<file path="config.mk">
export PLATFORM = sky130hd
export DESIGN_NAME = reactor_volume_mixing_update_unit_flat
export DESIGN_NICKNAME = d
export VERILOG_FILES = /design/src/design/rvmu_pkg.sv /design/src/design/rvmu_in_if.sv /design/src/design/rvmu_out_if.sv /design/src/design/rvmu_cfg_if.sv /design/src/design/rvmu_mul.sv /design/src/design/rvmu_div.sv /design/src/design/reactor_volume_mixing_update_unit.sv /design/src/flat_wrapper.sv
export SDC_FILE = /design/constraint.sdc
export NUM_CORES = 2
export LEC_CHECK = 0
export BUFFER_PORTS_ARGS = -buffer_cell sky130_fd_sc_hd__clkbuf_2
export CAP_MARGIN = 20
export CORE_ASPECT_RATIO = 2
export CORE_UTILIZATION = 37
export DETAILED_ROUTE_END_ITERATION = 16
export PLACE_DENSITY = 0.59
export SYNTH_ARGS = -nofsm -noshare
export SYNTH_HDL_FRONTEND = slang
export SYNTH_SLANG_ARGS = --single-unit
</file>
<file path="constraint.sdc">
create_clock -name clk -period 12.8 [get_ports clk]
set_clock_uncertainty 0.2 [all_clocks]
set_input_delay 2.56 -clock clk [delete_from_list [all_inputs] [get_ports clk]]
set_output_delay 2.56 -clock clk [all_outputs]
set_load 0.005 [all_outputs]
</file>
<file path="src/design/rvmu_pkg.sv">
`default_nettype none
package rvmu_pkg;

  localparam int DATA_W = 32;
  localparam int PROD_W = 2 * DATA_W;
  localparam int NUM_W  = 2 * DATA_W + 1;
  localparam int FRAC_W = 16;
  localparam int CNT_W  = $clog2(DATA_W + 1);
  localparam int CFG_IDX_W = 2;

  localparam logic [DATA_W-1:0] UNITY = DATA_W'(1) << FRAC_W;

  localparam logic [CFG_IDX_W-1:0] CFG_INIT_VOLUME  = 2'd0;
  localparam logic [CFG_IDX_W-1:0] CFG_INIT_VFA     = 2'd1;
  localparam logic [CFG_IDX_W-1:0] CFG_INIT_OP      = 2'd2;
  localparam logic [CFG_IDX_W-1:0] CFG_INIT_AEROBIC = 2'd3;

  typedef enum logic [2:0] {
    ST_IDLE,
    ST_MUL_KEEP,
    ST_MUL_FRESH,
    ST_MIX,
    ST_DIV_LVL,
    ST_FACTOR,
    ST_DIV_FAC,
    ST_OUT
  } state_t;

  typedef struct packed {
    logic busy;
    logic done;
  } div_stat_t;

endpackage
`default_nettype wire

</file>
<file path="src/design/rvmu_in_if.sv">
`default_nettype none
interface rvmu_in_if;
  logic                       valid;
  logic                       ready;
  logic                       restart;
  logic [rvmu_pkg::DATA_W-1:0] inflow_volume;
  logic [rvmu_pkg::DATA_W-1:0] withdraw_volume;
  logic [rvmu_pkg::DATA_W-1:0] outflow_volume;
  logic [rvmu_pkg::DATA_W-1:0] inflow_vfa;
  logic [rvmu_pkg::DATA_W-1:0] inflow_op;
  logic                       aeration;

  modport source (
    output valid, restart, inflow_volume, withdraw_volume, outflow_volume,
           inflow_vfa, inflow_op, aeration,
    input  ready
  );
  modport sink (
    input  valid, restart, inflow_volume, withdraw_volume, outflow_volume,
           inflow_vfa, inflow_op, aeration,
    output ready
  );
endinterface
`default_nettype wire

</file>
<file path="src/design/rvmu_out_if.sv">
`default_nettype none
interface rvmu_out_if;
  logic                       valid;
  logic                       ready;
  logic [rvmu_pkg::DATA_W-1:0] volume_out;
  logic [rvmu_pkg::DATA_W-1:0] vfa_out;
  logic [rvmu_pkg::DATA_W-1:0] op_out;
  logic                       aerobic_out;
  logic                       washed_out;
  logic [rvmu_pkg::DATA_W-1:0] biomass_factor;

  modport source (
    output valid, volume_out, vfa_out, op_out, aerobic_out, washed_out,
           biomass_factor,
    input  ready
  );
  modport sink (
    input  valid, volume_out, vfa_out, op_out, aerobic_out, washed_out,
           biomass_factor,
    output ready
  );
endinterface
`default_nettype wire

</file>
<file path="src/design/rvmu_cfg_if.sv">
`default_nettype none
interface rvmu_cfg_if;
  logic                          valid;
  logic                          ready;
  logic [rvmu_pkg::CFG_IDX_W-1:0] index;
  logic [rvmu_pkg::DATA_W-1:0]    data;

  modport source (output valid, index, data, input ready);
  modport sink (input valid, index, data, output ready);
endinterface
`default_nettype wire

</file>
<file path="src/design/rvmu_mul.sv">
`default_nettype none
module rvmu_mul (
  input  wire logic                        clk,
  input  wire logic [rvmu_pkg::DATA_W-1:0] a,
  input  wire logic [rvmu_pkg::DATA_W-1:0] b,
  output logic      [rvmu_pkg::PROD_W-1:0] p
);

  logic [rvmu_pkg::PROD_W-1:0] p_r;

  always_ff @(posedge clk) begin
    p_r <= rvmu_pkg::PROD_W'(a) * rvmu_pkg::PROD_W'(b);
  end

  assign p = p_r;

endmodule
`default_nettype wire

</file>
<file path="src/design/rvmu_div.sv">
`default_nettype none
module rvmu_div (
  input  wire logic                        clk,
  input  wire logic                        rst_n,
  input  wire logic                        start,
  input  wire logic [rvmu_pkg::NUM_W-1:0]  num,
  input  wire logic [rvmu_pkg::DATA_W-1:0] den,
  output rvmu_pkg::div_stat_t              stat,
  output logic      [rvmu_pkg::DATA_W-1:0] quo
);

  localparam int DW = rvmu_pkg::DATA_W;

  logic                         busy_r, busy_nxt;
  logic [rvmu_pkg::CNT_W-1:0]   cnt_r, cnt_nxt;
  logic [DW-1:0]                rem_r, rem_nxt;
  logic [DW-1:0]                q_r, q_nxt;
  logic [DW-1:0]                den_r, den_nxt;
  logic [DW:0]                  shifted;
  logic                         ge;
  logic                         sat;

  assign shifted = {rem_r, q_r[DW-1]};
  assign ge      = shifted >= {1'b0, den_r};
  assign sat     = num[rvmu_pkg::NUM_W-1:DW] >= {1'b0, den};

  always_comb begin
    busy_nxt = busy_r;
    cnt_nxt  = cnt_r;
    rem_nxt  = rem_r;
    q_nxt    = q_r;
    den_nxt  = den_r;
    if (start) begin
      busy_nxt = 1'b1;
      den_nxt  = den;
      rem_nxt  = num[2*DW-1:DW];
      if (sat) begin
        cnt_nxt = '0;
        q_nxt   = '1;
      end else begin
        cnt_nxt = rvmu_pkg::CNT_W'(DW);
        q_nxt   = num[DW-1:0];
      end
    end else if (busy_r) begin
      if (cnt_r == '0) begin
        busy_nxt = 1'b0;
      end else begin
        cnt_nxt = cnt_r - 1'b1;
        rem_nxt = ge ? DW'(shifted - {1'b0, den_r}) : shifted[DW-1:0];
        q_nxt   = {q_r[DW-2:0], ge};
      end
    end
  end

  always_ff @(posedge clk) begin
    if (!rst_n) begin
      busy_r <= 1'b0;
      cnt_r  <= '0;
    end else begin
      busy_r <= busy_nxt;
      cnt_r  <= cnt_nxt;
    end
  end

  always_ff @(posedge clk) begin
    rem_r <= rem_nxt;
    q_r   <= q_nxt;
    den_r <= den_nxt;
  end

  assign stat.busy = busy_r;
  assign stat.done = busy_r && (cnt_r == '0);
  assign quo       = q_r;

  a_no_restart: assert property (@(posedge clk) disable iff (!rst_n)
    start |-> !busy_r) else $error("divider restarted while busy");
  a_cnt_idle: assert property (@(posedge clk) disable iff (!rst_n)
    !busy_r |-> cnt_r == '0 || start) else $error("divider count left over");
  a_done_drop: assert property (@(posedge clk) disable iff (!rst_n)
    stat.done && !start |=> !busy_r) else $error("divider stays busy after done");

endmodule
`default_nettype wire

</file>
<file path="src/design/reactor_volume_mixing_update_unit.sv">
`default_nettype none
// on restart or washout the input goes straight to the output step; otherwise the result
// follows the multiply and divide steps (shorter when a quotient saturates or a level clamps to zero)
// the unit takes no new input transaction before its result is loaded into the result
// register; the input is not ready while busy or while the result register is held
// the run time is set mainly by up to three runs of the shared one-bit-per-cycle divider
// reset: synchronous active low; volume 1.0, levels zero, aerobic clear,
// init registers back to their reset values, result register empty
module reactor_volume_mixing_update_unit (
  input  wire logic clk,
  input  wire logic rst_n,
  rvmu_in_if.sink    in_ch,
  rvmu_out_if.source out_ch,
  rvmu_cfg_if.sink   cfg_ch
);

  localparam int DW = rvmu_pkg::DATA_W;

  rvmu_pkg::state_t state_r, state_nxt;

  logic [DW-1:0] cfg_vol_r, cfg_vol_nxt;
  logic [DW-1:0] cfg_vfa_r, cfg_vfa_nxt;
  logic [DW-1:0] cfg_op_r, cfg_op_nxt;
  logic          cfg_aer_r, cfg_aer_nxt;

  logic [DW-1:0] vol_r, vol_nxt;
  logic [DW-1:0] vfa_r, vfa_nxt;
  logic [DW-1:0] op_r, op_nxt;
  logic          aerobic_r, aerobic_nxt;

  logic          sel_r, sel_nxt;
  logic          out_valid_r, out_valid_nxt;

  logic [DW-1:0]               vin_r, vin_nxt;
  logic [DW-1:0]               vw_r, vw_nxt;
  logic [DW-1:0]               cin_vfa_r, cin_vfa_nxt;
  logic [DW-1:0]               cin_op_r, cin_op_nxt;
  logic [DW-1:0]               v_r, v_nxt;
  logic [rvmu_pkg::PROD_W-1:0] acc_r, acc_nxt;
  logic [DW-1:0]               nvol_r, nvol_nxt;
  logic [DW-1:0]               nvfa_r, nvfa_nxt;
  logic [DW-1:0]               nop_r, nop_nxt;
  logic                        naer_r, naer_nxt;
  logic                        washed_r, washed_nxt;
  logic [DW-1:0]               factor_r, factor_nxt;
  logic [DW-1:0]               o_vol_r, o_vol_nxt;
  logic [DW-1:0]               o_vfa_r, o_vfa_nxt;
  logic [DW-1:0]               o_op_r, o_op_nxt;
  logic                        o_aer_r, o_aer_nxt;
  logic                        o_washed_r, o_washed_nxt;
  logic [DW-1:0]               o_factor_r, o_factor_nxt;

  logic                        in_fire;
  logic                        out_load;
  logic [DW+1:0]               gain;
  logic [DW+1:0]               loss;
  logic [DW+1:0]               diff;
  logic                        wash;
  logic [DW-1:0]               v_sat;
  logic                        v_ge_in;
  logic [rvmu_pkg::PROD_W-1:0] fresh;
  logic                        mix_zero;
  logic                        fac_pos;

  logic [DW-1:0]               mul_a, mul_b;
  logic [rvmu_pkg::PROD_W-1:0] mul_p;
  logic                        div_start;
  logic [rvmu_pkg::NUM_W-1:0]  div_num;
  rvmu_pkg::div_stat_t         div_st;
  logic [DW-1:0]               div_quo;

  rvmu_mul u_mul (
    .clk (clk),
    .a   (mul_a),
    .b   (mul_b),
    .p   (mul_p)
  );

  rvmu_div u_div (
    .clk   (clk),
    .rst_n (rst_n),
    .start (div_start),
    .num   (div_num),
    .den   (v_r),
    .stat  (div_st),
    .quo   (div_quo)
  );

  assign in_ch.ready  = (state_r == rvmu_pkg::ST_IDLE);
  assign cfg_ch.ready = 1'b1;
  assign in_fire      = in_ch.valid && in_ch.ready;
  assign out_load     = (state_r == rvmu_pkg::ST_OUT) && (!out_valid_r || out_ch.ready);

  assign gain  = (DW+2)'(vol_r) + (DW+2)'(in_ch.inflow_volume);
  assign loss  = (DW+2)'(in_ch.withdraw_volume) + (DW+2)'(in_ch.outflow_volume);
  assign wash  = gain <= loss;
  assign diff  = gain - loss;
  assign v_sat = (diff[DW+1:DW] != 2'b00) ? '1 : diff[DW-1:0];

  assign v_ge_in  = v_r >= vin_r;
  assign fresh    = mul_p;
  assign mix_zero = !v_ge_in && (fresh <= acc_r);
  assign fac_pos  = vol_r > vw_r;

  // next state
  always_comb begin
    state_nxt = state_r;
    unique case (state_r)
      rvmu_pkg::ST_IDLE: begin
        if (in_fire) begin
          if (in_ch.restart || wash) state_nxt = rvmu_pkg::ST_OUT;
          else state_nxt = rvmu_pkg::ST_MUL_KEEP;
        end
      end
      rvmu_pkg::ST_MUL_KEEP:  state_nxt = rvmu_pkg::ST_MUL_FRESH;
      rvmu_pkg::ST_MUL_FRESH: state_nxt = rvmu_pkg::ST_MIX;
      rvmu_pkg::ST_MIX: begin
        if (!mix_zero) state_nxt = rvmu_pkg::ST_DIV_LVL;
        else if (sel_r) state_nxt = rvmu_pkg::ST_FACTOR;
        else state_nxt = rvmu_pkg::ST_MUL_KEEP;
      end
      rvmu_pkg::ST_DIV_LVL: begin
        if (div_st.done) begin
          if (sel_r) state_nxt = rvmu_pkg::ST_FACTOR;
          else state_nxt = rvmu_pkg::ST_MUL_KEEP;
        end
      end
      rvmu_pkg::ST_FACTOR: begin
        if (fac_pos) state_nxt = rvmu_pkg::ST_DIV_FAC;
        else state_nxt = rvmu_pkg::ST_OUT;
      end
      rvmu_pkg::ST_DIV_FAC: begin
        if (div_st.done) state_nxt = rvmu_pkg::ST_OUT;
      end
      rvmu_pkg::ST_OUT: begin
        if (out_load) state_nxt = rvmu_pkg::ST_IDLE;
      end
      default: state_nxt = rvmu_pkg::ST_IDLE;
    endcase
  end

  // datapath and unit control
  always_comb begin
    cfg_vol_nxt   = cfg_vol_r;
    cfg_vfa_nxt   = cfg_vfa_r;
    cfg_op_nxt    = cfg_op_r;
    cfg_aer_nxt   = cfg_aer_r;
    vol_nxt       = vol_r;
    vfa_nxt       = vfa_r;
    op_nxt        = op_r;
    aerobic_nxt   = aerobic_r;
    sel_nxt       = sel_r;
    out_valid_nxt = out_valid_r;
    vin_nxt       = vin_r;
    vw_nxt        = vw_r;
    cin_vfa_nxt   = cin_vfa_r;
    cin_op_nxt    = cin_op_r;
    v_nxt         = v_r;
    acc_nxt       = acc_r;
    nvol_nxt      = nvol_r;
    nvfa_nxt      = nvfa_r;
    nop_nxt       = nop_r;
    naer_nxt      = naer_r;
    washed_nxt    = washed_r;
    factor_nxt    = factor_r;
    o_vol_nxt     = o_vol_r;
    o_vfa_nxt     = o_vfa_r;
    o_op_nxt      = o_op_r;
    o_aer_nxt     = o_aer_r;
    o_washed_nxt  = o_washed_r;
    o_factor_nxt  = o_factor_r;
    mul_a         = vin_r;
    mul_b         = sel_r ? cin_op_r : cin_vfa_r;
    div_start     = 1'b0;
    div_num       = '0;

    if (cfg_ch.valid) begin
      unique case (cfg_ch.index)
        rvmu_pkg::CFG_INIT_VOLUME:  cfg_vol_nxt = cfg_ch.data;
        rvmu_pkg::CFG_INIT_VFA:     cfg_vfa_nxt = cfg_ch.data;
        rvmu_pkg::CFG_INIT_OP:      cfg_op_nxt  = cfg_ch.data;
        rvmu_pkg::CFG_INIT_AEROBIC: cfg_aer_nxt = cfg_ch.data[0];
        default: ;
      endcase
    end

    if (out_valid_r && out_ch.ready) out_valid_nxt = 1'b0;

    unique case (state_r)
      rvmu_pkg::ST_IDLE: begin
        if (in_fire) begin
          vin_nxt     = in_ch.inflow_volume;
          vw_nxt      = in_ch.withdraw_volume;
          cin_vfa_nxt = in_ch.inflow_vfa;
          cin_op_nxt  = in_ch.inflow_op;
          v_nxt       = v_sat;
          sel_nxt     = 1'b0;
          if (in_ch.restart) begin
            nvol_nxt   = cfg_vol_r;
            nvfa_nxt   = cfg_vfa_r;
            nop_nxt    = cfg_op_r;
            naer_nxt   = cfg_aer_r;
            washed_nxt = 1'b0;
            factor_nxt = rvmu_pkg::UNITY;
          end else if (wash) begin
            nvol_nxt   = '0;
            nvfa_nxt   = '0;
            nop_nxt    = '0;
            naer_nxt   = aerobic_r;
            washed_nxt = 1'b1;
            factor_nxt = '0;
          end else begin
            nvol_nxt   = v_sat;
            naer_nxt   = in_ch.aeration;
            washed_nxt = 1'b0;
          end
        end
      end
      rvmu_pkg::ST_MUL_KEEP: begin
        mul_a = v_ge_in ? v_r - vin_r : vin_r - v_r;
        mul_b = sel_r ? op_r : vfa_r;
      end
      rvmu_pkg::ST_MUL_FRESH: begin
        acc_nxt = mul_p;
      end
      rvmu_pkg::ST_MIX: begin
        if (mix_zero) begin
          if (sel_r) nop_nxt = '0;
          else nvfa_nxt = '0;
          sel_nxt = 1'b1;
        end else begin
          div_start = 1'b1;
          if (v_ge_in) div_num = rvmu_pkg::NUM_W'(acc_r) + rvmu_pkg::NUM_W'(fresh);
          else div_num = rvmu_pkg::NUM_W'(fresh - acc_r);
        end
      end
      rvmu_pkg::ST_DIV_LVL: begin
        if (div_st.done) begin
          if (sel_r) nop_nxt = div_quo;
          else nvfa_nxt = div_quo;
          sel_nxt = 1'b1;
        end
      end
      rvmu_pkg::ST_FACTOR: begin
        if (fac_pos) begin
          div_start = 1'b1;
          div_num   = rvmu_pkg::NUM_W'({vol_r - vw_r, rvmu_pkg::FRAC_W'(0)});
        end else begin
          factor_nxt = '0;
        end
      end
      rvmu_pkg::ST_DIV_FAC: begin
        if (div_st.done) factor_nxt = div_quo;
      end
      rvmu_pkg::ST_OUT: begin
        if (out_load) begin
          out_valid_nxt = 1'b1;
          o_vol_nxt     = nvol_r;
          o_vfa_nxt     = nvfa_r;
          o_op_nxt      = nop_r;
          o_aer_nxt     = naer_r;
          o_washed_nxt  = washed_r;
          o_factor_nxt  = factor_r;
          vol_nxt       = nvol_r;
          vfa_nxt       = nvfa_r;
          op_nxt        = nop_r;
          aerobic_nxt   = naer_r;
        end
      end
      default: ;
    endcase
  end

  always_ff @(posedge clk) begin
    if (!rst_n) begin
      state_r     <= rvmu_pkg::ST_IDLE;
      out_valid_r <= 1'b0;
      sel_r       <= 1'b0;
      cfg_vol_r   <= rvmu_pkg::UNITY;
      cfg_vfa_r   <= '0;
      cfg_op_r    <= '0;
      cfg_aer_r   <= 1'b0;
      vol_r       <= rvmu_pkg::UNITY;
      vfa_r       <= '0;
      op_r        <= '0;
      aerobic_r   <= 1'b0;
    end else begin
      state_r     <= state_nxt;
      out_valid_r <= out_valid_nxt;
      sel_r       <= sel_nxt;
      cfg_vol_r   <= cfg_vol_nxt;
      cfg_vfa_r   <= cfg_vfa_nxt;
      cfg_op_r    <= cfg_op_nxt;
      cfg_aer_r   <= cfg_aer_nxt;
      vol_r       <= vol_nxt;
      vfa_r       <= vfa_nxt;
      op_r        <= op_nxt;
      aerobic_r   <= aerobic_nxt;
    end
  end

  always_ff @(posedge clk) begin
    vin_r      <= vin_nxt;
    vw_r       <= vw_nxt;
    cin_vfa_r  <= cin_vfa_nxt;
    cin_op_r   <= cin_op_nxt;
    v_r        <= v_nxt;
    acc_r      <= acc_nxt;
    nvol_r     <= nvol_nxt;
    nvfa_r     <= nvfa_nxt;
    nop_r      <= nop_nxt;
    naer_r     <= naer_nxt;
    washed_r   <= washed_nxt;
    factor_r   <= factor_nxt;
    o_vol_r    <= o_vol_nxt;
    o_vfa_r    <= o_vfa_nxt;
    o_op_r     <= o_op_nxt;
    o_aer_r    <= o_aer_nxt;
    o_washed_r <= o_washed_nxt;
    o_factor_r <= o_factor_nxt;
  end

  assign out_ch.valid          = out_valid_r;
  assign out_ch.volume_out     = o_vol_r;
  assign out_ch.vfa_out        = o_vfa_r;
  assign out_ch.op_out         = o_op_r;
  assign out_ch.aerobic_out    = o_aer_r;
  assign out_ch.washed_out     = o_washed_r;
  assign out_ch.biomass_factor = o_factor_r;

  a_busy_after_accept: assert property (@(posedge clk) disable iff (!rst_n)
    in_fire |=> !in_ch.ready) else $error("input ready right after a transaction");
  a_washout_zero: assert property (@(posedge clk) disable iff (!rst_n)
    out_ch.valid && out_ch.washed_out |->
      out_ch.volume_out == '0 && out_ch.vfa_out == '0 && out_ch.op_out == '0 &&
      out_ch.biomass_factor == '0) else $error("washout result not cleared");
  a_commit: assert property (@(posedge clk) disable iff (!rst_n)
    out_load |=> vol_r == o_vol_r && vfa_r == o_vfa_r && op_r == o_op_r)
    else $error("state and result disagree");
  a_div_state: assert property (@(posedge clk) disable iff (!rst_n)
    div_st.busy |-> state_r == rvmu_pkg::ST_DIV_LVL || state_r == rvmu_pkg::ST_DIV_FAC)
    else $error("divider busy outside a divide step");

endmodule
`default_nettype wire
</file>
<file path="src/flat_wrapper.sv">
// flat-port wrapper written by rule: the top's interface ports become plain ports
module reactor_volume_mixing_update_unit_flat 
  (clk, rst_n, in_ch_valid, in_ch_restart, in_ch_inflow_volume, in_ch_withdraw_volume, in_ch_outflow_volume, in_ch_inflow_vfa, in_ch_inflow_op, in_ch_aeration, in_ch_ready, out_ch_valid, out_ch_volume_out, out_ch_vfa_out, out_ch_op_out, out_ch_aerobic_out, out_ch_washed_out, out_ch_biomass_factor, out_ch_ready, cfg_ch_valid, cfg_ch_index, cfg_ch_data, cfg_ch_ready);
  rvmu_in_if in_ch_i ();
  rvmu_out_if out_ch_i ();
  rvmu_cfg_if cfg_ch_i ();
  input  wire logic clk;
  input  wire logic rst_n;
  input wire logic [$bits(in_ch_i.valid)-1:0] in_ch_valid;
  input wire logic [$bits(in_ch_i.restart)-1:0] in_ch_restart;
  input wire logic [$bits(in_ch_i.inflow_volume)-1:0] in_ch_inflow_volume;
  input wire logic [$bits(in_ch_i.withdraw_volume)-1:0] in_ch_withdraw_volume;
  input wire logic [$bits(in_ch_i.outflow_volume)-1:0] in_ch_outflow_volume;
  input wire logic [$bits(in_ch_i.inflow_vfa)-1:0] in_ch_inflow_vfa;
  input wire logic [$bits(in_ch_i.inflow_op)-1:0] in_ch_inflow_op;
  input wire logic [$bits(in_ch_i.aeration)-1:0] in_ch_aeration;
  output wire logic [$bits(in_ch_i.ready)-1:0] in_ch_ready;
  output wire logic [$bits(out_ch_i.valid)-1:0] out_ch_valid;
  output wire logic [$bits(out_ch_i.volume_out)-1:0] out_ch_volume_out;
  output wire logic [$bits(out_ch_i.vfa_out)-1:0] out_ch_vfa_out;
  output wire logic [$bits(out_ch_i.op_out)-1:0] out_ch_op_out;
  output wire logic [$bits(out_ch_i.aerobic_out)-1:0] out_ch_aerobic_out;
  output wire logic [$bits(out_ch_i.washed_out)-1:0] out_ch_washed_out;
  output wire logic [$bits(out_ch_i.biomass_factor)-1:0] out_ch_biomass_factor;
  input wire logic [$bits(out_ch_i.ready)-1:0] out_ch_ready;
  input wire logic [$bits(cfg_ch_i.valid)-1:0] cfg_ch_valid;
  input wire logic [$bits(cfg_ch_i.index)-1:0] cfg_ch_index;
  input wire logic [$bits(cfg_ch_i.data)-1:0] cfg_ch_data;
  output wire logic [$bits(cfg_ch_i.ready)-1:0] cfg_ch_ready;
  assign in_ch_i.valid = in_ch_valid;
  assign in_ch_i.restart = in_ch_restart;
  assign in_ch_i.inflow_volume = in_ch_inflow_volume;
  assign in_ch_i.withdraw_volume = in_ch_withdraw_volume;
  assign in_ch_i.outflow_volume = in_ch_outflow_volume;
  assign in_ch_i.inflow_vfa = in_ch_inflow_vfa;
  assign in_ch_i.inflow_op = in_ch_inflow_op;
  assign in_ch_i.aeration = in_ch_aeration;
  assign in_ch_ready = in_ch_i.ready;
  assign out_ch_valid = out_ch_i.valid;
  assign out_ch_volume_out = out_ch_i.volume_out;
  assign out_ch_vfa_out = out_ch_i.vfa_out;
  assign out_ch_op_out = out_ch_i.op_out;
  assign out_ch_aerobic_out = out_ch_i.aerobic_out;
  assign out_ch_washed_out = out_ch_i.washed_out;
  assign out_ch_biomass_factor = out_ch_i.biomass_factor;
  assign out_ch_i.ready = out_ch_ready;
  assign cfg_ch_i.valid = cfg_ch_valid;
  assign cfg_ch_i.index = cfg_ch_index;
  assign cfg_ch_i.data = cfg_ch_data;
  assign cfg_ch_ready = cfg_ch_i.ready;
  reactor_volume_mixing_update_unit u_core (.clk(clk), .rst_n(rst_n), .in_ch(in_ch_i), .out_ch(out_ch_i), .cfg_ch(cfg_ch_i));
endmodule
</file>
==> results_dict.tcl <==
set metrics [dict create \
    cp_common_cell "fa_1" \
    hold_viol 0 \
    worstMarginPinSlew_ns 1.30 \
    multi_input_area_mm2 0.0539 \
    die_w_um 336 \
    ant_nets 0 \
    synth_seq_area_share_pct 27.6 \
    fp.dieArea_mm2 0.225 \
    die_h_um 670 \
    fin_ws_ns 0.285 \
    drtIter0Drc 4609 \
    hp-class "register to register" \
    relSlewSlack_pct 13.3 \
    hpwl_um 281000 \
    num_rows 245 \
    wl_per_cell_um 28.1 \
    synth_flop_cell "edfxtp_1" \
    htree_levels 3 \
    grt_usage_pct 30.6 \
    crit_arrival_ns 12.94 \
    clock-root-buffer "clkbuf_16" \
    syn_avg_cell_area_um2 9.17 \
    io_buffers 332 \
    netlist_area_mm2 0.0826 \
    clock.fmax_mhz 79.9 \
    cts_tree "done" \
    viasPerCell 5.51 \
    antenna_found_initial 9 \
    wirelength_um 346000 \
    floorplan.initialDensity_pct 37.2 \
    cts.sinks 850 \
    async_flop_share_pct 0 \
    clkSlewWorstSetupHoldPaths_ns 0.07 \
    remaining_drc_errors 0 \
    syn_nets 10800 \
    area_delta_synth_final_pct 10.9 \
    syn_inst 9009 \
    fin_crit_sh_pct 97.8 \
    seqCellArea_mm2 0.0228 \
    worstPathRequired_ns 13.22 \
    tns_ns 0 \
    drv_slew 0 \
    synth-edff-count 580 \
    grt_overflow 0 \
    grt_max_degree 143 \
    place_congestion 1.04 \
    status "finished clean" \
    drv_cap 0 \
    grt_pass1_wl_um 495000 \
    cp_max_fo 21 \
    vias 67700 \
    core_mm2 0.222 \
    fin_crit_ns 12.51 \
    fin_nets 11000 \
    yosysUniqueCellTypes 109 \
    cts_buffers 86 \
    clock_latency_ns 0.75 \
    hold-worst-slack_ns 0.217 \
    cp-start-kind "register" \
    slowest_delay_ns 0.65 \
    yosysWarningCount 0 \
    firstDrtPassIters 5 \
    io_pins 334 \
    ys_seq_elements 850 \
    final_layout_size_suffix_gt1_share_pct 9.40 \
    finalSetupViolations 0 \
    cts_buffer_depth 3 \
    end_kind "register" \
    fill_cells 22100 \
    cp_slowest_cell "a21o_1" \
    path_class "register to register" \
    grt_pass1_vias 72300 \
    rsz0062_at_grt "no" \
    post-route-util_pct 41.2 \
    dp_slack_ns 0.127 \
]
## cells in the final DEF, fill, tap and decap left out, types with 24 or more instances in the layout
| cell | n |
|---|---|
| xor2_1 | 90 |
| nand2_1 | 1220 |
| dfxtp_1 | 269 |
| nor2_1 | 928 |
| nand4_1 | 80 |
| a211oi_1 | 52 |
| fa_1 | 905 |
| o21ai_0 | 265 |
| o21bai_1 | 87 |
| clkbuf_16 | 87 |
| nor4_1 | 32 |
| or3_1 | 24 |
| edfxtp_1 | 580 |
| ha_1 | 647 |
| a21oi_1 | 483 |
| a22o_1 | 84 |
| a31oi_1 | 34 |
| nand3_1 | 121 |
| buf_4 | 234 |
| a21boi_0 | 207 |
| clkbuf_2 | 331 |
| nor2b_1 | 64 |
| a21o_1 | 193 |
| inv_1 | 1169 |
| xnor2_1 | 197 |
| and3_1 | 35 |
| nor3_1 | 80 |
| o31ai_1 | 29 |
| nand2b_1 | 99 |
| o21a_1 | 74 |
| o21ai_1 | 31 |
| and2_1 | 84 |
| o22ai_1 | 30 |
## final cells by class
class | count | area share, %
flip-flops and latches | 850 | 24.9
well taps | 2964 | 4.05
clock buffers | 103 | 2.47
multi-input cells | 6543 | 58.8
diodes | 8 | 0.0218
repair buffers | 581 | 4.04
inverters | 1173 | 4.81
clock inverters | 59 | 0.889
## Yosys cell counts, drive strengths merged (18+ instances only)
library cell | n | area (µm²)
a211oi | 54 | 415
a21boi | 208 | 1570
a21o | 194 | 1460
a21oi | 501 | 2540
a221oi | 18 | 176
a22o | 84 | 736
a31oi | 36 | 246
and2 | 87 | 547
and3 | 35 | 219
buf | 144 | 753
clkbuf | 300 | 1130
dfxtp | 270 | 5410
edfxtp | 580 | 17400
fa | 905 | 18100
ha | 649 | 8120
inv | 1170 | 4390
mux2i | 22 | 220
nand2 | 1223 | 4590
nand2b | 100 | 626
nand3 | 122 | 616
nand4 | 80 | 500
nor2 | 932 | 3500
nor2b | 66 | 413
nor3 | 82 | 410
nor4 | 34 | 219
o211ai | 20 | 150
o21a | 81 | 608
o21ai | 321 | 1640
o21bai | 87 | 653
o22ai | 31 | 194
o31ai | 32 | 245
or2 | 22 | 138
or3 | 25 | 156
xnor2 | 198 | 1740
xor2 | 90 | 788
## critical path, delay by kind of cell, from the launching register on
kind | cells | cell delay [ns]
xor+xnor | 2 | 0.55
compound gates | 13 | 3.41
flops | 1 | 0.45
buf+inv | 6 | 0.77
fa+ha+maj | 10 | 4.97
simple gates | 8 | 2.04
## per-stage QoR
step	cell area (µm²)	instances
2_1_floorplan	82600	9009
3_3_place_gp	88500	12100
3_5_place_dp	88500	12100
4_1_cts	91600	12300
5_1_grt	91600	12300
6_report	91700	12300
## final timing paths
kind | start | end | slack (ns) | cells after the start
max | u_core.v_r[14] | u_core.u_mul.p[61] | 0.29 | 39
min | u_core.factor_r[9] | u_core.out_ch.biomass_factor[9] | 0.22 | 0
max reg2reg | u_core.v_r[14] | u_core.u_mul.p[61] | 0.29 | 39
min reg2reg | u_core.factor_r[9] | u_core.out_ch.biomass_factor[9] | 0.22 | 0
## layer usage
metal | vias to the layer above | routed length [µm] | track usage, %
met4 | 0 | 39300 | 28.2
met2 | 2536 | 176000 | 55.1
met3 | 1054 | 15000 | 3.39
li1 | 30200 | - | -
met1 | 33800 | 115000 | 30.5
met5 | - | 0 | 0
## cell families after synthesis
| family | Yosys count | share of synthesized area (%) |
|---|---|---|
| other cells | 1 | 0.00454 |
| mux | 28 | 0.416 |
| fa+ha+maj | 1554 | 31.7 |
| flops | 850 | 27.6 |
| buf+inv | 1617 | 7.60 |
| simple gates | 2839 | 14.8 |
| compound gates | 1832 | 14.8 |
| xor+xnor | 288 | 3.06 |
## what timing repair did
item | in CTS | in global routing
setup endpoints to repair | 0 | 8
buffers inserted | 0 | 0
hold buffers | 0 | 0
resized for setup | 0 | 7
Power is left out: the tool's default activity adds up to more than one toggle a clock period on the data nets, which glitch-free logic cannot reach.
